### src/tsv_pkg.sv
`default_nettype none

package tsv_pkg;

	localparam int PIX_W      = 16;
	localparam int COORD_W    = 8;
	localparam int CFG_W      = 9;
	localparam int GRAD_W     = 20;
	localparam int SQ_W       = 32;
	localparam int SUM_W      = 50;
	localparam int MAX_WIDTH  = 256;
	localparam int MAX_HEIGHT = 256;
	localparam int MIN_WIDTH  = 2;
	localparam int MIN_HEIGHT = 1;
	// line store address: row parity on top of the column
	localparam int LINE_AW    = COORD_W + 1;

	// result slots of one pixel, in delivery order
	localparam int RES_TOP  = 0;
	localparam int RES_LEFT = 1;
	localparam int RES_PIX  = 2;
	localparam int RES_N    = 3;

	typedef logic [0:0]              reg_idx_t;
	typedef logic signed [PIX_W-1:0] pix_t;
	typedef logic [COORD_W-1:0]      coord_t;
	typedef logic [CFG_W-1:0]        cfg_t;
	typedef logic signed [GRAD_W-1:0] grad_t;
	typedef logic [SQ_W-1:0]         sq_t;
	typedef logic [SUM_W-1:0]        sum_t;

	localparam reg_idx_t REG_WIDTH  = 1'b0;
	localparam reg_idx_t REG_HEIGHT = 1'b1;
	localparam sum_t     SUM_MAX    = '1;

	// one pixel's work, handed from the window stage to the result stage
	typedef struct packed {
		coord_t           row;
		coord_t           col;
		grad_t            g_top;
		grad_t            g_left;
		grad_t            g_pix;
		sq_t              sq_h;
		sq_t              sq_v;
		logic [RES_N-1:0] mask;
		logic             clr_sum;
		logic             last_pix;
	} stage_t;

	// 2 * sum over present neighbors of (x0 - neighbor)
	function automatic grad_t grad4(pix_t x0, logic hl, pix_t l, logic hr, pix_t rr,
			logic hu, pix_t u, logic hd, pix_t d);
		logic signed [GRAD_W-2:0] el;
		logic signed [GRAD_W-2:0] er;
		logic signed [GRAD_W-2:0] eu;
		logic signed [GRAD_W-2:0] ed;
		logic signed [GRAD_W-2:0] acc;
		el = (GRAD_W-1)'(x0) - (GRAD_W-1)'(l);
		er = (GRAD_W-1)'(x0) - (GRAD_W-1)'(rr);
		eu = (GRAD_W-1)'(x0) - (GRAD_W-1)'(u);
		ed = (GRAD_W-1)'(x0) - (GRAD_W-1)'(d);
		acc = (hl ? el : '0) + (hr ? er : '0) + (hu ? eu : '0) + (hd ? ed : '0);
		return {acc, 1'b0};
	endfunction

	function automatic sq_t square_diff(pix_t a, pix_t b);
		logic signed [PIX_W:0]     d;
		logic signed [2*PIX_W+1:0] p;
		d = (PIX_W+1)'(a) - (PIX_W+1)'(b);
		p = d * d;
		return p[SQ_W-1:0];
	endfunction

endpackage

`default_nettype wire

### src/tsv_cell.sv
`default_nettype none

module tsv_cell (
	input  logic          clk,
	input  logic          shift,
	input  logic          seed_en,
	input  tsv_pkg::pix_t seed,
	input  tsv_pkg::pix_t mid_in,
	input  tsv_pkg::pix_t cur_in,
	output tsv_pkg::pix_t mid_out,
	output tsv_pkg::pix_t cur_out
);
	import tsv_pkg::*;

	// one window column: row above and current row
	pix_t mid_q;
	pix_t cur_q;

	always_ff @(posedge clk) begin
		if (shift) begin
			mid_q <= mid_in;
			cur_q <= cur_in;
		end
	end

	// at a row start the row above comes from the seed, not from the chain
	assign mid_out = seed_en ? seed : mid_q;
	assign cur_out = cur_q;

endmodule

`default_nettype wire

### config.mk
export PLATFORM = sky130hd
export DESIGN_NAME = tsv_cell
export DESIGN_NICKNAME = d
export VERILOG_FILES = /design/src/tsv_pkg.sv /design/src/tsv_cell.sv
export SDC_FILE = /design/constraint.sdc
export NUM_CORES = 1
export LEC_CHECK = 0
export BUFFER_PORTS_ARGS = -buffer_cell sky130_fd_sc_hd__buf_2
export CORE_MARGIN = 5
export CORE_UTILIZATION = 30
export DETAILED_ROUTE_END_ITERATION = 16
export PLACE_DENSITY = 0.7
export RECOVER_POWER = 50
export SLEW_MARGIN = 10
export SYNTH_ARGS = -nofsm -noshare
export SYNTH_HDL_FRONTEND = slang
export SYNTH_SLANG_ARGS = --single-unit
### constraint.sdc
create_clock -name clk -period 1.95 [get_ports clk]
set_clock_uncertainty 0.05 [all_clocks]
set_input_delay 0.195 -clock clk [delete_from_list [all_inputs] [get_ports clk]]
set_output_delay 0.195 -clock clk [all_outputs]
set_load 0.05 [all_outputs]
## Word level (Yosys, flattened, before mapping)

Index checks and enable logic that the tools add are counted.

- Multiplexer cells: 1

Operators by type and width:

| kind | number |
|---|---|
| 16-bit two-way mux | 1 |

- Logic and storage cells: 3
- Bits in registers: 32
- Input port bits: 51

## Depth between registers and ports, before layout

- Word-level depth: 1
- Depth in mapped cells: 3

## Worst setup path before layout

No wires, ideal clock.

- Kind: input port to output port
- Start: in seed_en
- End: out mid_out[10]
- Required time: 1,705 ps
- Path buffers: 2
- Data arrival time: 828 ps
- Cell stages on the path: 3
- Path slack: 877 ps
- Cells stage by stage: buf_6 > buf_12 > mux2_4

- Word-level cells in the longest chain between the ends: 1

Ends and longest elaborated chain:

| what | line | text |
|---|---|---|
| from (decl) | tsv_cell.sv:6 | `input logic seed_en,` |
| 16-bit two-way mux | tsv_cell.sv:27 | `assign mid_out = seed_en ? seed : mid_q;` |
| to (decl) | tsv_cell.sv:10 | `output tsv_pkg::pix_t mid_out,` |

No other way between the ends.

## Worst setup path after layout

- Start: in shift
- End: reg mid_q[9], enable pin

RTL lines:

| what | line | text |
|---|---|---|
| from (decl) | tsv_cell.sv:5 | `input logic shift,` |
| to (signal assigned) | tsv_cell.sv:21 | `mid_q <= mid_in;` |
| to (decl) | tsv_cell.sv:16 | `pix_t mid_q;` |

No word-level cell between the ends.

==> results.ini <==
[outcome]
outcome=finished, violations left
violations=max-capacitance violations, max-slew violations

[sta]
worst_pin_slew_ns=1.64
setup_tns_ns=0
hold_viol=0
maxSlewViolCount=33
rsz0062_at_grt=no
finalSetupViolCount=0
finalCriticalPeriod_ns=1.55
whs_ns=0.0454
max_freq_ghz=0.644
finalCritPeriodShare_pct=79.6
relSlewSlack_pct=-9.46

[worst_setup_path]
path_buf_inv=1
cp_slowest_cell=clkbuf_1
cp-end-kind=flip-flop
worstSetupStartpointType=input port
critPathMaxStageDelay_ns=1.16
path_max_fanout=32
critical_path.startpoint=shift
crit_chain=clkbuf_1
crit_required_ns=1.77
critPathKind=in2reg
worstSetupPathDepth=1
crit_end=mid_q[9]$_DFFE_PP_
arrival_ns=1.37
crit_family=buffers and inverters

[route]
ant_nets=0
avgViaCountPerCell=4.16
met2WireLength_um=1350
dr.pass1.iters=4
routedWlPerCell_um=14.0
met1Wirelength_um=840
drc_errors=0
vias=782
top_layer=met4
routed_wl_um=2640
drtIter0Drc=33
wl_met3_um=398

[placement]
dpl-instance-area_sq_um=1650
io_buffers=82
place.gp.congestion=0.748
dpl.hpwl_um=2180

[logic_synthesis]
yosys.area.top_type=edfxtp_1
avgSynthCellArea_sq_um=24.2
synth_area_sq_um=1210
syn-num-nets=101
yosysMostFrequentCell=edfxtp_1
ys_top_cells_by_count=edfxtp_1 (32), mux2_4 (10), mux2_2 (6)
yosys-top-cells-area=edfxtp_1 (79%), mux2_4 (12%), mux2_2 (5.6%)
seq_area_frac_synth_pct=79.4
ys_seq_elements=32
netlist_instances=50
synth_flop_cell=edfxtp_1
ys_async_sr_fraction_pct=0
synth_edf_count=32
yosysTopAreaCellShare_pct=79.4
synth_cell_type_count=5
yosysWarnings=0

[layout]
syn2layout_area_growth_pct=43.0
fillCellCount=367
final_area_sq_um=1730
final_layout_size_suffix_gt1_share_pct=73.9
num-nets-final=188
regArea_sq_um=961
antenna_cells=0
multiInputGateArea_sq_um=218

[run]
maxCapViolCount=1

[global_route]
grt_overflow_total=0
grt_max_degree=33
grt_first_pass_wirelength_um=3750
grt_pass1_vias=815
grt_use_total_pct=9.66
antenna_found_initial=0

[cts]
clk_pin_slew_ns=0.06
cts_resized=0
cts.path.max_buffers=2
clkSinkCount=32
cts_root_buf=clkbuf_8
ctsHoldBuffers=0
cts_buffers=5
htreeDepth=2
post_cts_buffers=0
cts_tree=done

[pwr]
power.leakage_nw=0.779
ir_drop_v=0.000222
power_mw=1.66
p_seq_share_pct=50.3
switching_share_pct=29.0
combPwrFrac_pct=22.4
clockPowerShare_pct=27.3
intPower_mw=1.18
switchingPower_mw=0.480
p_per_area_nw_per_um2=957

[floorplanning]
dieArea_sq_um=5400
row_count=23
start_util_pct=30.7
die_y_um=73.5
io_pins=83
core-area_sq_um=3940
fp.dieW_um=73.5

[worst_hold_path]
holdCritPathClass=in2reg

## cell families after synthesis
kind of cell	Yosys count	share of synthesized area [%]
flip-flops	32	79.4
multiplexers	16	18.0
buffers and inverters	2	2.59
## area by class of cell
type / instances / share of cell area, %
flip-flops and latches: 32 / 55.5
repair buffers: 82 / 23.6
multi-input cells: 16 / 12.6
clock buffers: 7 / 4.41
well taps: 50 / 3.62
clock inverters: 1 / 0.217
## per-layer routing
layer	vias up	global-route usage (%)
li1	369	-
met1	357	8.02
met5	-	0
met4	0	6.04
met3	5	4.65
met2	51	17.8
## power by group through the flow
stage          logic [mW]  clock network [mW]  registers [mW]
4_1_cts             0.374               0.472           0.832
2_1_floorplan       0.171                   0           0.940
3_3_place_gp        0.370                   0           0.843
3_5_place_dp        0.374                   0           0.847
6_report            0.370               0.453           0.832
5_1_grt             0.385               0.510           0.838
## sequential cells by signal, summed over array words and instances, names as in the netlist
| signal | flops |
|---|---|
| cur_out | 16 |
| mid_q | 16 |
## worst min path at each step
stage / start / to / slack (ns) / depth (start not counted)
after floorplan: cur_in[0] / cur_out[0]$_DFFE_PP_ / 0.24 / 0
after global placement: mid_in[11] / mid_q[11]$_DFFE_PP_ / 0.32 / 1
after global routing: cur_in[14] / cur_out[14]$_DFFE_PP_ / 0.03 / 1
after detailed placement: mid_in[11] / mid_q[11]$_DFFE_PP_ / 0.32 / 1
final: mid_in[13] / mid_q[13]$_DFFE_PP_ / 0.05 / 1
after CTS: cur_in[14] / cur_out[14]$_DFFE_PP_ / 0.04 / 1
## through the flow
step / cells / utilization, % / setup slack (ns)
final: 188 / 43.9 / 0.397
after global routing: 188 / 43.9 / 0.335
after CTS: 188 / 43.9 / 0.547
after detailed placement: 180 / 41.9 / 0.545
after global placement: 180 / 41.9 / 0.573
after floorplan: 50 / - / 0.877
## layout by cell type, fill, tap and decap left out, drive strengths merged
cell type	Yosys	final
mux2	16	16
clkbuf	0	8
clkinv	0	1
edfxtp	32	32
buf	2	81
Power figures use the tool's default switching activity.
