===== src/tsv_pkg.sv =====
`default_nettype none

package tsv_pkg;

	localparam int PIX_W      = 16;
	localparam int COORD_W    = 8;
	localparam int CFG_W      = 9;
	localparam int GRAD_W     = 20;
	localparam int SQ_W       = 32;
	localparam int SUM_W      = 50;
	localparam int MAX_WIDTH  = 256;
	localparam int MAX_HEIGHT = 256;
	localparam int MIN_WIDTH  = 2;
	localparam int MIN_HEIGHT = 1;
	// line store address: row parity on top of the column
	localparam int LINE_AW    = COORD_W + 1;

	// result slots of one pixel, in delivery order
	localparam int RES_TOP  = 0;
	localparam int RES_LEFT = 1;
	localparam int RES_PIX  = 2;
	localparam int RES_N    = 3;

	typedef logic [0:0]              reg_idx_t;
	typedef logic signed [PIX_W-1:0] pix_t;
	typedef logic [COORD_W-1:0]      coord_t;
	typedef logic [CFG_W-1:0]        cfg_t;
	typedef logic signed [GRAD_W-1:0] grad_t;
	typedef logic [SQ_W-1:0]         sq_t;
	typedef logic [SUM_W-1:0]        sum_t;

	localparam reg_idx_t REG_WIDTH  = 1'b0;
	localparam reg_idx_t REG_HEIGHT = 1'b1;
	localparam sum_t     SUM_MAX    = '1;

	// one pixel's work, handed from the window stage to the result stage
	typedef struct packed {
		coord_t           row;
		coord_t           col;
		grad_t            g_top;
		grad_t            g_left;
		grad_t            g_pix;
		sq_t              sq_h;
		sq_t              sq_v;
		logic [RES_N-1:0] mask;
		logic             clr_sum;
		logic             last_pix;
	} stage_t;

	// 2 * sum over present neighbors of (x0 - neighbor)
	function automatic grad_t grad4(pix_t x0, logic hl, pix_t l, logic hr, pix_t rr,
			logic hu, pix_t u, logic hd, pix_t d);
		logic signed [GRAD_W-2:0] el;
		logic signed [GRAD_W-2:0] er;
		logic signed [GRAD_W-2:0] eu;
		logic signed [GRAD_W-2:0] ed;
		logic signed [GRAD_W-2:0] acc;
		el = (GRAD_W-1)'(x0) - (GRAD_W-1)'(l);
		er = (GRAD_W-1)'(x0) - (GRAD_W-1)'(rr);
		eu = (GRAD_W-1)'(x0) - (GRAD_W-1)'(u);
		ed = (GRAD_W-1)'(x0) - (GRAD_W-1)'(d);
		acc = (hl ? el : '0) + (hr ? er : '0) + (hu ? eu : '0) + (hd ? ed : '0);
		return {acc, 1'b0};
	endfunction

	function automatic sq_t square_diff(pix_t a, pix_t b);
		logic signed [PIX_W:0]     d;
		logic signed [2*PIX_W+1:0] p;
		d = (PIX_W+1)'(a) - (PIX_W+1)'(b);
		p = d * d;
		return p[SQ_W-1:0];
	endfunction

endpackage

`default_nettype wire


===== src/tsv_emit.sv =====
`default_nettype none

module tsv_emit (
	input  logic            clk,
	input  logic            arst_n,
	input  logic            stage_valid,
	input  tsv_pkg::stage_t stage_in,
	output logic            stage_take,
	output logic            grad_valid,
	input  logic            grad_stall,
	output tsv_pkg::coord_t grad_col,
	output tsv_pkg::coord_t grad_row,
	output tsv_pkg::grad_t  gradient,
	output tsv_pkg::sum_t   variation_sum,
	output logic            last
);
	import tsv_pkg::*;

	logic             s2_v_q;
	stage_t           s2_q;
	logic [RES_N-1:0] pend_q;
	logic [RES_N-1:0] pick;
	logic [RES_N-1:0] rem;
	sum_t             sum_q;
	sum_t             base;
	logic [SUM_W:0]   total;
	sum_t             sum_sat;
	logic             out_free;
	logic             emit_now;
	logic             s2_done;

	logic             grad_valid_q;
	coord_t           grad_col_q;
	coord_t           grad_row_q;
	grad_t            gradient_q;
	sum_t             variation_sum_q;
	logic             last_q;
	coord_t           nxt_col;
	coord_t           nxt_row;
	grad_t            nxt_grad;
	sum_t             nxt_vsum;
	logic             nxt_last;

	always_comb begin
		pick = '0;
		if (pend_q[RES_TOP]) begin
			pick[RES_TOP] = 1'b1;
		end else if (pend_q[RES_LEFT]) begin
			pick[RES_LEFT] = 1'b1;
		end else if (pend_q[RES_PIX]) begin
			pick[RES_PIX] = 1'b1;
		end
	end

	assign rem      = pend_q & ~pick;
	assign out_free = !grad_valid_q || !grad_stall;
	assign emit_now = s2_v_q && (pend_q != '0) && out_free;
	// an item with no results retires at once
	assign s2_done  = s2_v_q && ((pend_q == '0) || (emit_now && (rem == '0)));
	assign stage_take = !s2_v_q || s2_done;

	assign base    = s2_q.clr_sum ? '0 : sum_q;
	assign total   = {1'b0, base} + (SUM_W+1)'(s2_q.sq_h) + (SUM_W+1)'(s2_q.sq_v);
	assign sum_sat = (total > {1'b0, SUM_MAX}) ? SUM_MAX : total[SUM_W-1:0];

	always_comb begin
		nxt_col  = s2_q.col;
		nxt_row  = s2_q.row;
		nxt_grad = s2_q.g_pix;
		nxt_vsum = '0;
		nxt_last = 1'b0;
		if (pick[RES_TOP]) begin
			nxt_row  = s2_q.row - 1'b1;
			nxt_grad = s2_q.g_top;
		end else if (pick[RES_LEFT]) begin
			nxt_col  = s2_q.col - 1'b1;
			nxt_grad = s2_q.g_left;
		end else begin
			nxt_vsum = sum_sat;
			nxt_last = 1'b1;
		end
	end

	always_ff @(posedge clk or negedge arst_n) begin
		if (!arst_n) begin
			s2_v_q       <= 1'b0;
			pend_q       <= '0;
			sum_q        <= '0;
			grad_valid_q <= 1'b0;
		end else begin
			if (stage_valid && stage_take) begin
				s2_v_q <= 1'b1;
				pend_q <= stage_in.mask;
			end else if (s2_done) begin
				s2_v_q <= 1'b0;
				pend_q <= '0;
			end else if (emit_now) begin
				pend_q <= rem;
			end
			// fold this pixel's squares in as it retires; drop the sum after the last pixel
			if (s2_done) begin
				sum_q <= s2_q.last_pix ? '0 : sum_sat;
			end
			if (emit_now) begin
				grad_valid_q <= 1'b1;
			end else if (!grad_stall) begin
				grad_valid_q <= 1'b0;
			end
		end
	end

	always_ff @(posedge clk) begin
		if (stage_valid && stage_take) begin
			s2_q <= stage_in;
		end
		if (emit_now) begin
			grad_col_q      <= nxt_col;
			grad_row_q      <= nxt_row;
			gradient_q      <= nxt_grad;
			variation_sum_q <= nxt_vsum;
			last_q          <= nxt_last;
		end
	end

	assign grad_valid    = grad_valid_q;
	assign grad_col      = grad_col_q;
	assign grad_row      = grad_row_q;
	assign gradient      = gradient_q;
	assign variation_sum = variation_sum_q;
	assign last          = last_q;

endmodule

`default_nettype wire


===== config.mk =====
export PLATFORM = sky130hd
export DESIGN_NAME = tsv_emit
export DESIGN_NICKNAME = d
export VERILOG_FILES = /design/src/tsv_pkg.sv /design/src/tsv_emit.sv
export SDC_FILE = /design/constraint.sdc
export NUM_CORES = 1
export LEC_CHECK = 0
export BUFFER_PORTS_ARGS = -buffer_cell sky130_fd_sc_hd__buf_2
export CAP_MARGIN = 20
export CORE_MARGIN = 5
export CORE_UTILIZATION = 55
export DETAILED_ROUTE_END_ITERATION = 8
export HOLD_SLACK_MARGIN = 0.06
export PLACE_DENSITY = 0.89
export SLEW_MARGIN = 0
export SYNTH_ARGS = -nofsm -noshare
export SYNTH_HDL_FRONTEND = slang
export SYNTH_SLANG_ARGS = --single-unit

===== constraint.sdc =====
create_clock -name clk -period 15.5 [get_ports clk]
set_input_delay 0 -clock clk [delete_from_list [all_inputs] [get_ports clk]]
set_output_delay 0 -clock clk [all_outputs]
set_load 0.05 [all_outputs]

# Word-level counts from Yosys, hierarchy flattened
# Index checks and enable logic that the tools add are counted.
# W data, S select, Z words.
word_totals:
  elab_cells: 64
  regBits: 284
  output_inout_bits: 89
  in_bits: 149
classes:
  n_lt_le_gt_ge: 1
  n_mux: 21
  n_eq_ne: 1
  bitwise_logic: 2
  n_addsub: 4
  reduce_logical: 17
op_table:
  columns: ["cell", "count"]
  rows:
  - ["$mux W50", 3]
  - ["$add A50 B32 Y51", 1]
  - ["$add A51 B32 Y51", 1]
  - ["$gt A51 B50 Y1 const B", 1]
  - ["$mux W20", 2]
  - ["$mux W8", 3]
  - ["$sub A8 B1 Y8 const B", 2]
  - ["$mux W1", 9]
  - ["$mux W3", 3]
  - ["$logic_not A3 Y1", 2]
  - ["$reduce_bool A3 Y1", 2]
  - ["$logic_and A1 B1 Y1", 5]
  - ["$and A3 B3 Y3", 1]
  - ["$logic_not A1 Y1", 3]
  - ["$logic_or A1 B1 Y1", 3]
  - ["$not A3 Y3", 1]
  - ["$mux W2", 1]
  - ["$ne A2 B1 Y1 const B", 1]
  - ["$reduce_bool A2 Y1", 1]
  - ["$reduce_or A2 Y1", 1]

# Depth between registers and ports, before layout
depth:
  word_depth: 12
  ltp_mapped: 17
  depth_no_buf: 13

# Worst setup path after synthesis
# No wires, ideal clock.
synth_timing:
  path_kind: "reg-to-reg"
  start: "reg grad_valid_q (netlist: grad_valid)"
  end: "reg pend_q[2]"
  t_arrival_ns: 5.758
  path_buffers: 0
  stages_incl_launch_ff: 9
  setup_time_ns: 0.078
  synth_period_minus_slack_ns: 5.836
  t_required_ns: 15.422
  setup_slack_ns: 9.664
  path_cell_list: "dfrtp_1 nand2_1 o211ai_1 maj3_1 o21ai_1 inv_1 nand2_1 and2_1 a22o_1"
synth_between:
  elab_chain_cells: 9
  word_cells_on_any_way: 11
  cone_classes: "mux: 2; reduce/logical: 9"
synth_rtl:
  columns: ["item", "line", "source"]
  rows:
  - ["start, declared", "tsv_emit.sv:32", "logic grad_valid_q;"]
  - ["start signal, assigned", "tsv_emit.sv:89", "grad_valid_q <= 1'b0;"]
  - ["start signal, assigned", "tsv_emit.sv:105", "grad_valid_q <= 1'b1;"]
  - ["start signal, assigned", "tsv_emit.sv:107", "grad_valid_q <= 1'b0;"]
  - ["$logic_not A1 Y1 *", "tsv_emit.sv:56", "assign out_free = !grad_valid_q || !grad_stall;"]
  - ["$logic_or A1 B1 Y1 *", "tsv_emit.sv:56", null]
  - ["$logic_and A1 B1 Y1 *", "tsv_emit.sv:57", "assign emit_now = s2_v_q && (pend_q != '0) && out_free;"]
  - ["$logic_and A1 B1 Y1 *", "tsv_emit.sv:59", "assign s2_done = s2_v_q && ((pend_q == '0) || (emit_now && (rem == '0)));"]
  - ["$logic_or A1 B1 Y1 *", "tsv_emit.sv:59", null]
  - ["$logic_and A1 B1 Y1 *", "tsv_emit.sv:59", null]
  - ["$logic_or A1 B1 Y1 *", "tsv_emit.sv:60", "assign stage_take = !s2_v_q || s2_done;"]
  - ["via stage_take", "tsv_emit.sv:8", "output logic stage_take,"]
  - ["$logic_and A1 B1 Y1 *", "tsv_emit.sv:91", "if (stage_valid && stage_take) begin"]
  - ["$reduce_bool A3 Y1 (no source line) / $mux W3 (equally long branches)", null, null]
  - ["end signal, assigned", "tsv_emit.sv:93", "pend_q <= stage_in.mask;"]
  - ["end signal, assigned", "tsv_emit.sv:98", "pend_q <= rem;"]
  - ["end, declared", "tsv_emit.sv:21", "logic [RES_N-1:0] pend_q;"]
# The timed path passes the listed nets; every way through them passes the cells marked *.
# A chain may end at the register's enable or synchronous reset.

# Worst setup path after layout
layout_timing:
  start: "reg s2_q[1] (netlist name)"
  end: "reg sum_q[31]"
layout_between:
  elab_chain_cells: 6
layout_rtl:
  columns: ["item", "line", "source"]
  rows:
  - ["start, declared", "tsv_emit.sv:20", "stage_t s2_q;"]
  - ["start signal, assigned", "tsv_emit.sv:114", "s2_q <= stage_in;"]
  - ["$mux W50 *", "tsv_emit.sv:62", "assign base = s2_q.clr_sum ? '0 : sum_q;"]
  - ["$add A50 B32 Y51 *", "tsv_emit.sv:63", "assign total = {1'b0, base} + (SUM_W+1)'(s2_q.sq_h) + (SUM_W+1)'(s2_q.sq_v);"]
  - ["$add A51 B32 Y51 *", "tsv_emit.sv:63", null]
  - ["$gt A51 B50 Y1", "tsv_emit.sv:64", "assign sum_sat = (total > {1'b0, SUM_MAX}) ? SUM_MAX : total[SUM_W-1:0];"]
  - ["$mux W50 *", "tsv_emit.sv:64", null]
  - ["$mux W50 *", "tsv_emit.sv:102", "sum_q <= s2_q.last_pix ? '0 : sum_sat;"]
  - ["end signal, assigned", "tsv_emit.sv:102", null]
  - ["end, declared", "tsv_emit.sv:24", "sum_t sum_q;"]
# Mark *: on every way between the ends. The rest lies on a longest branch, timed or not.

==> reports/metrics.cfg <==
[status]
status=finished clean

[routing]
dr.pass1.iters=6
totalWireLength_um=38000
via_per_inst=5.85
routed-via-count=10691
detail_route.wl_per_cell_um=20.8
antenna_left=0
drtIter0Drc=1221
drc=0

[floorplanning]
die_w_um=167
rows=57
io_pins=238
core_area_um2=24200
dieArea_um2=27800
die_y_um=167
start_util=0.557

[clocking]
cts_setup_buffers=0
clock_path_buffers=3
worstSkewPairLatency_ns=0.56
cts.htree.levels=1
cts-root-buf=clkbuf_16
cts_tree=yes
clkTransAtPathRegs_ns=0.07
cts_sinks=284
cts_made_buffers=29

[grt]
grt_use_total=0.267
grt_pass1_wl_um=59500
grt_max_degree=85
antenna_found_initial=7
grt_pass1_vias=10978
grt.overflow.total=0

[worst_setup_path]
crit_start=s2_q[1]$_DFFE_PP_
path_cells=buf_4, inv_1, nand2_1, fa_1, inv_1, ha_1, nand3_1, a21o_1, a211oi_1, a211oi_4, a21oi_2, o21a_1, buf_4, nor2_1, o31ai_1
crit_slowest_cell=o21a_1
critical_path_required_ns=15.94
cp_top_family=compound AO/OA/AOI/OAI gates
endpoint_kind=flip-flop
cp-start-kind=flip-flop
worstSetupPathType=flip-flop to flip-flop
cpPeakStageDelay_ns=0.54
crit_fanout=50
worstPathArrival_ns=5.03
r2r-start=s2_q[1]$_DFFE_PP_
path_buf_inv=4

[placed_design]
pre_cts_slack_ns=11.03
dp_hpwl_um=21900
port_buffers=237
gp_congestion=0.951

[sta]
setup_tns_ns=0
fin_crit_sh=0.296
worstMarginPinSlew_ns=0.805
min_period_ns=4.58
slew_viol_final=0
setup_slack_ns=10.92
finClkSkew_ns=0.0169
slew_headroom=0.464
setup_violations=0
fmax_mhz=218
hold_violations=0
rsz0062_at_grt=no

[finish]
multi_input_area_um2=4960
num-nets-final=1689
drive_gt1_frac=0.213
fill_cells=1578
final_common_cell=buf_2
final_cell_mix=buf_2, edfxtp_1, dlygate4sd3_1
area_growth_pct=29.9
seqCellArea_um2=8250

[logic_synthesis]
synth_top_area_cell=edfxtp_1
avgSynthCellArea_um2=12.4
syn-cell-area_um2=13500
synthCells=1090
synth_edf_count=229
synth_top_area_share=0.509
ys_async_sr_fraction=0.194
syn-num-nets=1306
yosysUniqueCellTypes=71
synth-seq-cells=284
yosys-top-cells-area=edfxtp_1, dfrtp_1, fa_1
yosys_warnings=0
ys.flop_type=edfxtp_1
ys_seq_area_frac=0.611

[power_and_ir_drop]
p_leak_nw=7.14
power.density_nw_per_um2=244
ir_drop_mv=0.132

[job]
drv_cap=0

[min_path]
min_path_type=input port to flip-flop
holdCritStartpoint=stage_in[10]

-- final timing paths --
| kind | endpoint | slack (ns) | depth (start not counted) |
|---|---|---|---|
| hold / removal | s2_q[10]$_DFFE_PP_ | 0.14 | 2 |
| setup reg to reg | sum_q[31]$_DFFE_PN0P_ | 10.92 | 15 |
| max in group asynchronous | sum_q[41]$_DFFE_PN0P_ | 14.80 | 3 |
| setup / recovery | sum_q[31]$_DFFE_PN0P_ | 10.92 | 15 |
| min in group asynchronous | sum_q[14]$_DFFE_PN0P_ | 0.17 | 3 |
| hold reg to reg | sum_q[21]$_DFFE_PN0P_ | 0.48 | 2 |
-- cell usage after synthesis (3+ instances only) --
cell type  instances
and2_1             6
nand3_1           19
o211ai_1           7
o2111ai_1          4
or3_1              7
a21oi_1           54
nor2_1            96
a21o_1            13
nand4_1           10
buf_2             16
xnor2_1           32
nor3_1            20
a211oi_1           5
a211o_1            8
inv_1             22
or2_2              3
edfxtp_1         229
nor4_1             9
o21bai_1           5
or4_1              3
a21oi_2            3
nor2b_1           42
o21ai_1            3
nand2b_1           8
o21a_1             7
o31ai_1            4
a31oi_1            8
xor2_1            16
ha_1              34
a22o_1             3
a21boi_0           4
nand2_1          113
dfrtp_1           55
fa_1              33
o21ai_0           85
clkbuf_1          28
mux2i_1           23
a311oi_1           3
and3_1             7
-- per-stage QoR --
step            util  instance area (um2)  total power, mW  std cells  hold WS (ns)
2_1_floorplan      -                13500             2.91       1090        -0.296
3_3_place_gp   0.617                15000             3.33       1613         0.177
3_5_place_dp   0.617                15000             3.40       1613         0.178
4_1_cts        0.722                17500             4.20       1819         0.132
5_1_grt        0.724                17500             4.51       1827         0.140
6_report       0.724                17500             4.27       1827         0.142
-- power breakdown --
group,total (mW),switching [mW],internal (mW)
Sequential,1.34,0.125,1.21
Clock,0.745,0.307,0.437
Combinational,2.19,1.55,0.644
Total,4.27,1.98,2.30
-- flip-flops by register name, summed over array words and instances, names as in the netlist --
signal	count
last	1
s2_v_q	1
grad_row	8
pend_q	3
grad_valid	1
variation_sum	50
grad_col	8
gradient	20
s2_q	142
sum_q	50
-- kinds of logic (layout without fill, tap and decap cells) --
group	after synthesis	after routing	synth area share
AOI/OAI and AO/OA	239	239	0.112
xor gates and xnor gates	48	48	0.0311
adders and majority gates	68	68	0.0812
buffers and inverters	70	476	0.0216
DFF	284	284	0.611
muxes	24	24	0.0179
other	0	7	0
and+or+nand+nor	357	357	0.125
-- metal layers --
layer	track usage	wire length, um	up-vias
li1	-	-	4749
met1	0.326	13300	5099
met2	0.465	19300	682
met3	0.0367	2920	161
met4	0.138	2430	0
met5	0	0	-
-- what timing repair did --
action | in CTS | in global routing
endpoints found under the hold margin | 202 | 0
resized for setup | 0 | 0
hold buffers | 152 | 0
endpoints found under the setup margin | 0 | 0
-- layout make-up --
| cell class | instances | area share |
|---|---|---|
| antenna | 7 | 0.000998 |
| clock buffer | 37 | 0.0459 |
| multi-input combinational | 736 | 0.283 |
| tap | 324 | 0.0231 |
| clock inverter | 17 | 0.0122 |
| sequential | 284 | 0.470 |
| timing repair buffer | 400 | 0.160 |
| inverter | 22 | 0.00478 |
(Power assumes the default switching activity.)
